==> config.mk <==
export PLATFORM = sky130hd
export DESIGN_NAME = sorted_insert_queue
export DESIGN_NICKNAME = d
export VERILOG_FILES = /design/src/hdl/siq_pkg.sv /design/src/hdl/siq_cell.sv /design/src/hdl/sorted_insert_queue.sv
export SDC_FILE = /design/constraint.sdc
export NUM_CORES = 2
export LEC_CHECK = 0
export BUFFER_PORTS_ARGS = -buffer_cell sky130_fd_sc_hd__buf_4
export CAP_MARGIN = 20
export CORE_ASPECT_RATIO = 1.75
export CORE_UTILIZATION = 65
export CTS_BUF_LIST = sky130_fd_sc_hd__clkbuf_8 sky130_fd_sc_hd__clkbuf_16
export DETAILED_ROUTE_END_ITERATION = 8
export PLACE_DENSITY = 0.83
export SLEW_MARGIN = 40
export SYNTH_ARGS = -nofsm -noshare
export SYNTH_HDL_FRONTEND = slang
export SYNTH_HIERARCHICAL = 1
export SYNTH_SLANG_ARGS = --single-unit
==> constraint.sdc <==
create_clock -name clk -period 14.7 [get_ports clk]
set_input_delay 2.94 -clock clk [delete_from_list [all_inputs] [get_ports clk]]
set_output_delay 2.94 -clock clk [all_outputs]
set_load 0.1 [all_outputs]
==> src/hdl/siq_pkg.sv <==
// Shared types, opcodes and status codes of the sorted insert queue.
// No dependencies; used by siq_cell and sorted_insert_queue.
`timescale 1ns / 1ps

package siq_pkg;

  localparam int unsigned KEY_W     = 32;
  localparam int unsigned PAY_W     = 32;
  localparam int unsigned DEPTH_DEF = 16;

  localparam logic [1:0] OP_APPEND = 2'd0;
  localparam logic [1:0] OP_SORTED = 2'd1;
  localparam logic [1:0] OP_REMOVE = 2'd2;
  localparam logic [1:0] OP_NOP    = 2'd3;

  localparam logic [1:0] ST_OK    = 2'd0;
  localparam logic [1:0] ST_EMPTY = 2'd1;
  localparam logic [1:0] ST_FULL  = 2'd2;

  // Broadcast control from the top level to every cell.
  typedef struct packed {
    logic                    ins;     // insert taking place this cycle
    logic                    sorted;  // insert goes by key order
    logic                    rem;     // head removal taking place this cycle
    logic signed [KEY_W-1:0] key;
    logic        [PAY_W-1:0] payload;
  } ctl_t;

endpackage

==> src/hdl/siq_cell.sv <==
// One queue slot: holds a key and payload, takes the new entry, its left
// neighbor's entry on insert, or its right neighbor's entry on removal.
// Depends on siq_pkg.
`timescale 1ns / 1ps

module siq_cell #(
  parameter bit IS_HEAD = 1'b0
) (
  input  logic                            clk,
  input  siq_pkg::ctl_t                   ctl,
  input  logic                            valid,
  input  logic                            shift_in,
  input  logic signed [siq_pkg::KEY_W-1:0] prev_key,
  input  logic        [siq_pkg::PAY_W-1:0] prev_payload,
  input  logic signed [siq_pkg::KEY_W-1:0] next_key,
  input  logic        [siq_pkg::PAY_W-1:0] next_payload,
  output logic                            shift_out,
  output logic signed [siq_pkg::KEY_W-1:0] key_r,
  output logic        [siq_pkg::PAY_W-1:0] payload_r
);

  logic found;

  // The head goes behind an equal key; later slots go in front of one.
  always_comb begin
    if (!valid) begin
      found = 1'b1;
    end else if (!ctl.sorted) begin
      found = 1'b0;
    end else if (IS_HEAD) begin
      found = ctl.key < key_r;
    end else begin
      found = !(key_r < ctl.key);
    end
  end

  assign shift_out = shift_in || found;

  always_ff @(posedge clk) begin
    if (ctl.ins) begin
      if (shift_in) begin
        key_r     <= prev_key;
        payload_r <= prev_payload;
      end else if (found) begin
        key_r     <= ctl.key;
        payload_r <= ctl.payload;
      end
    end else if (ctl.rem) begin
      key_r     <= next_key;
      payload_r <= next_payload;
    end
  end

endmodule

==> src/hdl/sorted_insert_queue.sv <==
// Top level of the sorted insert queue: a row of siq_cell slots with a
// fill count and a registered result stage. Depends on siq_pkg, siq_cell.
`timescale 1ns / 1ps

// Ordered queue of DEPTH key/payload entries. Each input item appends,
// inserts by key or removes the head, and yields exactly one result item,
// which appears in the output register the cycle after the item is taken.
// One item is accepted every cycle as long as the result side keeps up;
// the input stalls only while a result waits unread. All slots compare the
// new key against their own in parallel, and a find-and-shift signal ripples
// through the DEPTH cells, which sets the longest path. Inserting into a
// full queue leaves it unchanged with status full; removing from an empty
// one gives status empty and zero key and payload.
module sorted_insert_queue #(
  parameter int unsigned DEPTH = siq_pkg::DEPTH_DEF
) (
  input  logic        clk,
  input  logic        rst_n,
  input  logic        in_tvalid,
  output logic        in_tready,
  input  logic [63:0] in_tdata,   // key [31:0], payload [63:32]
  input  logic [1:0]  in_tuser,   // opcode [1:0]
  output logic        out_tvalid,
  input  logic        out_tready,
  output logic [71:0] out_tdata,  // out_key [31:0], out_payload [63:32],
                                  // is_empty [64], fill_level [69:65], zero
  output logic [1:0]  out_tuser   // status [1:0]
);

  localparam int unsigned CW = $clog2(DEPTH + 1);

  logic [CW-1:0] count_r, count_nxt;
  logic          out_valid_r;
  logic [1:0]    status_r, status_nxt;
  logic signed [siq_pkg::KEY_W-1:0] okey_r, okey_nxt;
  logic        [siq_pkg::PAY_W-1:0] opay_r, opay_nxt;
  logic [CW-1:0] ofill_r;

  logic in_accept, full, empty;
  siq_pkg::ctl_t ctl;

  logic signed [siq_pkg::KEY_W-1:0] cell_key [DEPTH];
  logic        [siq_pkg::PAY_W-1:0] cell_pay [DEPTH];
  logic [DEPTH:0]   shift;
  logic [DEPTH-1:0] valid;

  assign in_tready = !out_valid_r || out_tready;
  assign in_accept = in_tvalid && in_tready;
  assign full      = count_r == CW'(DEPTH);
  assign empty     = count_r == '0;

  always_comb begin
    ctl         = '0;
    ctl.key     = in_tdata[siq_pkg::KEY_W-1:0];
    ctl.payload = in_tdata[63:32];
    status_nxt  = siq_pkg::ST_OK;
    okey_nxt    = '0;
    opay_nxt    = '0;
    count_nxt   = count_r;
    unique case (in_tuser) inside
      siq_pkg::OP_APPEND, siq_pkg::OP_SORTED: begin
        if (full) begin
          status_nxt = siq_pkg::ST_FULL;
        end else begin
          ctl.ins    = in_accept;
          ctl.sorted = in_tuser == siq_pkg::OP_SORTED;
          count_nxt  = count_r + CW'(1);
        end
      end
      siq_pkg::OP_REMOVE: begin
        if (empty) begin
          status_nxt = siq_pkg::ST_EMPTY;
        end else begin
          ctl.rem   = in_accept;
          okey_nxt  = cell_key[0];
          opay_nxt  = cell_pay[0];
          count_nxt = count_r - CW'(1);
        end
      end
      default: begin
      end
    endcase
  end

  assign shift[0] = 1'b0;

  for (genvar i = 0; i < DEPTH; i++) begin : g_cell
    logic signed [siq_pkg::KEY_W-1:0] pk, nk;
    logic        [siq_pkg::PAY_W-1:0] pp, np;

    assign valid[i] = CW'(i) < count_r;

    if (i == 0) begin : g_first
      assign pk = ctl.key;
      assign pp = ctl.payload;
    end else begin : g_mid
      assign pk = cell_key[i-1];
      assign pp = cell_pay[i-1];
    end

    if (i == DEPTH - 1) begin : g_last
      assign nk = '0;
      assign np = '0;
    end else begin : g_inner
      assign nk = cell_key[i+1];
      assign np = cell_pay[i+1];
    end

    siq_cell #(
      .IS_HEAD (i == 0)
    ) u_cell (
      .clk          (clk),
      .ctl          (ctl),
      .valid        (valid[i]),
      .shift_in     (shift[i]),
      .prev_key     (pk),
      .prev_payload (pp),
      .next_key     (nk),
      .next_payload (np),
      .shift_out    (shift[i+1]),
      .key_r        (cell_key[i]),
      .payload_r    (cell_pay[i])
    );
  end

  always_ff @(posedge clk) begin
    if (!rst_n) begin
      count_r     <= '0;
      out_valid_r <= 1'b0;
    end else begin
      if (in_accept) begin
        count_r     <= count_nxt;
        out_valid_r <= 1'b1;
      end else if (out_tready) begin
        out_valid_r <= 1'b0;
      end
    end
  end

  // Result payload: load with the item, hold while stalled.
  always_ff @(posedge clk) begin
    if (in_accept) begin
      status_r <= status_nxt;
      okey_r   <= okey_nxt;
      opay_r   <= opay_nxt;
      ofill_r  <= count_nxt;
    end
  end

  assign out_tvalid = out_valid_r;
  assign out_tuser  = status_r;
  assign out_tdata  = {2'b00, 5'(ofill_r), ofill_r == '0, opay_r, okey_r};

  // Fill count never exceeds the number of slots.
  a_count_bound: assert property (@(posedge clk) disable iff (!rst_n)
    count_r <= CW'(DEPTH))
    else $error("fill count above depth");

  // An accepted insert that is not dropped grows the queue by one.
  a_ins_grows: assert property (@(posedge clk) disable iff (!rst_n)
    in_accept && ctl.ins |=> count_r == $past(count_r) + CW'(1))
    else $error("insert did not grow queue");

  // A remove on an empty queue reports zero key and payload.
  a_empty_zero: assert property (@(posedge clk) disable iff (!rst_n)
    out_valid_r && status_r == siq_pkg::ST_EMPTY |-> okey_r == '0 && opay_r == '0)
    else $error("empty remove carried data");

endmodule
==> impl_metrics.sql <==
INSERT INTO impl_metrics (metric_group, metric, value, unit) VALUES
('status', 'status', 'finished, violations left', ''),
('status', 'failed_checks', 'DRC', ''),
('sta', 'post-route-min-period', '13.28', 'ns'),
('global_routing', 'grt_pass1_vias', '54716', ''),
('clocking', 'cts_repair_resize_count', '0', ''),
('min_path', 'hold_depth', '2', ''),
('worst_setup_path', 'endpoint_kind', 'flop', ''),
('finish', 'design.final.nets', '7194', ''),
('global_routing', 'grtUsageTotal', '36.76', '%'),
('sta', 'final-setup-viol-count', '0', ''),
('sta', 'final_max_slew_viol_count', '0', ''),
('sta', 'timing.slew.headroom', '40.73', '%'),
('worst_setup_path', 'critical_path.max_fanout', '39', ''),
('power', 'total_switching_power', '2.598', 'mW'),
('worst_setup_path', 'critPathMostFrequentCell', 'nor2b_1', ''),
('sta', 'final.period_utilization', '90.36', '%'),
('sta', 'max_freq', '75.28', 'MHz'),
('floorplan', 'die_height', '431.5', 'µm'),
('place', 'placement.cell_area', '71180', 'µm²'),
('global_routing', 'grt_start_max_net_pins', '144', ''),
('clocking', 'cts.path.max_buffers', '3', ''),
('clocking', 'htree_levels', '3', ''),
('worst_setup_path', 'kind_of_launch_point_of_the_worst_setup_path', 'input pin', ''),
('route', 'sum_of_routed_wire_length_over_all_layers', '196900', 'µm'),
('sta', 'hold_viol_final', '0', ''),
('worst_setup_path', 'critPathLaunch', 'in_tdata[9]', ''),
('global_routing', 'top_usage_layer', 'met2', ''),
('power', 'register_share_of_total_power', '48.7', '%'),
('clocking', 'cts.clk_slew.worst_paths', '0.07', 'ns'),
('global_routing', 'groute.layer.met3.usage', '5.789', '%'),
('worst_setup_path', 'worst-endpoint-arrival', '13.67', 'ns'),
('synthesis', 'synth_area', '68500', 'µm²'),
('clocking', 'clock_sink_count', '1101', ''),
('route', 'antenna_left', '0', ''),
('synthesis', 'synthesis.area_per_instance', '10.43', 'µm²'),
('worst_setup_path', 'required', '15.09', 'ns'),
('power', 'cellInternalPower', '5.887', 'mW'),
('route', 'vias', '52484', ''),
('worst_setup_path', 'rrSetupSlack', '3.21', 'ns'),
('run', 'number_of_max_cap_violations', '0', ''),
('sta', 'rsz_0062_raised_after_global_routing', 'false', ''),
('clocking', 'cts_post_setup_buffers_inserted', '0', ''),
('clocking', 'cts_tree', 'yes', ''),
('min_path', 'worst_hold_path_type', 'flop to flop', ''),
('worst_setup_path', 'worst_setup_path_endpoint', 'g_cell[15].u_cell/payload_r[3]$_DFFE_PP_', ''),
('place', 'gp_routability_congestion', '0.9379', ''),
('power', 'power.share.switching', '30.62', '%'),
('finish', 'multiInputGateArea', '32420', 'µm²'),
('global_routing', 'grt_use_met1', '35.39', '%'),
('power', 'power.density_cell_area', '113.8', 'nW/µm²'),
('synthesis', 'number_of_cells_produced_by_synthesis', '6570', ''),
('route', 'drt-vias-per-instance', '6.510', ''),
('route', 'wl_per_cell', '24.43', 'µm'),
('global_routing', 'met2_usage', '65.73', '%'),
('clocking', 'cts-buffers-inserted', '100', ''),
('sta', 'worst-slew-pin-transition', '0.8890', 'ns'),
('global_routing', 'grt_pass1_wl', '299000', 'µm'),
('sta', 'timing.final.ws_setup', '1.417', 'ns'),
('finish', 'ff_latch_area', '33000', 'µm²'),
('finish', 'final_design_area_no_fill', '74540', 'µm²'),
('floorplan', 'start_util', '65.55', '%'),
('place', 'detailedPlace.worstSlack', '0.9120', 'ns'),
('power', 'p_comb_share', '19.3', '%'),
('floorplan', 'die_area', '106700', 'µm²'),
('place', 'placement.io_buffers', '143', ''),
('floorplan', 'floorplan.rows', '157', ''),
('route', 'route.detailed.drc', '10', ''),
('worst_setup_path', 'crit-reg2reg-capture', 'g_cell[15].u_cell/payload_r[3]$_DFFE_PP_', ''),
('clocking', 'hold_buffers', '0', ''),
('worst_setup_path', 'slowest_stage', 'or3_2', ''),
('global_routing', 'grt-ovfl-total', '0', '');
## state kept, by name, indices dropped and copies added, names as in the netlist
register / flops
ofill_r: 5
g_cell.u_cell/payload_r: 512
out_tvalid: 1
count_r: 5
okey_r: 32
out_tuser: 2
g_cell.u_cell/key_r: 512
opay_r: 32
## layer usage
metal	up-vias	part of all wire, %
li1	23853	-
met1	25290	32
met2	2365	52
met3	970	5.9
met4	6	10
met5	-	0.018
## layout by cell type, fill, tap and decap left out, types with 17 or more instances in the layout
cell type / count
nor2_1: 1069
nand3_1: 27
clkinv_1: 17
clkbuf_16: 101
a21oi_1: 1162
and2_1: 66
nand2b_1: 21
edfxtp_1: 1095
conb_1: 68
nor3_1: 45
clkinv_2: 24
ha_1: 500
buf_6: 27
a21o_1: 42
nand4_1: 64
inv_1: 545
nor2b_1: 28
nand2_1: 132
o21ai_0: 73
a211oi_1: 30
buf_4: 215
mux2i_1: 1027
## metrics by stage
step / std cells / hold WS [ns] / power, mW
3_5_place_dp: 7870 / 0.5196 / 5.793
4_1_cts: 8058 / 0.5308 / 8.463
6_report: 8062 / 0.5266 / 8.485
3_3_place_gp: 7859 / 0.5118 / 5.708
5_1_grt: 8061 / 0.5814 / 8.780
2_1_floorplan: 6637 / 0.5243 / 5.236
## critical path, delay by kind of cell
family                     cells  cell delay (ns)
buffers and inverters          4             1.04
and+or+nand+nor               18             5.17
AOI/OAI and AO/OA             20             4.00
adders and majority gates      1             0.37
## worst min-delay path by stage
stage,startpoint,end,slack [ns]
floorplan,g_cell[0].u_cell/payload_r[0]$_DFFE_PP_,opay_r[0]$_SDFFCE_PP0N_,0.52
global placement,out_tvalid$_SDFFE_PN0P_,out_tvalid$_SDFFE_PN0P_,0.51
detailed placement,out_tvalid$_SDFFE_PN0P_,out_tvalid$_SDFFE_PN0P_,0.52
CTS,out_tvalid$_SDFFE_PN0P_,out_tvalid$_SDFFE_PN0P_,0.53
global route,out_tvalid$_SDFFE_PN0P_,out_tvalid$_SDFFE_PN0P_,0.58
finish,out_tvalid$_SDFFE_PN0P_,out_tvalid$_SDFFE_PN0P_,0.53
## cell type report
class	count	area share (%)
multi-input cells	4636	43.49
inverters	530	2.671
clock buffers	101	3.391
well taps	1351	2.268
clock inverters	87	1.002
repair buffers	255	2.896
flip-flops and latches	1101	44.28
diodes	1	0.003357
## power groups by stage
stage	Sequential [mW]	Combinational (mW)	Clock, mW
after floorplan	4.21	1.03	0
after global placement	4.19	1.51	0
after detailed placement	4.20	1.60	0
after CTS	4.13	1.61	2.72
after global routing	4.16	1.79	2.83
final	4.14	1.64	2.71
Note: power is estimated with default switching activity, not from simulation.
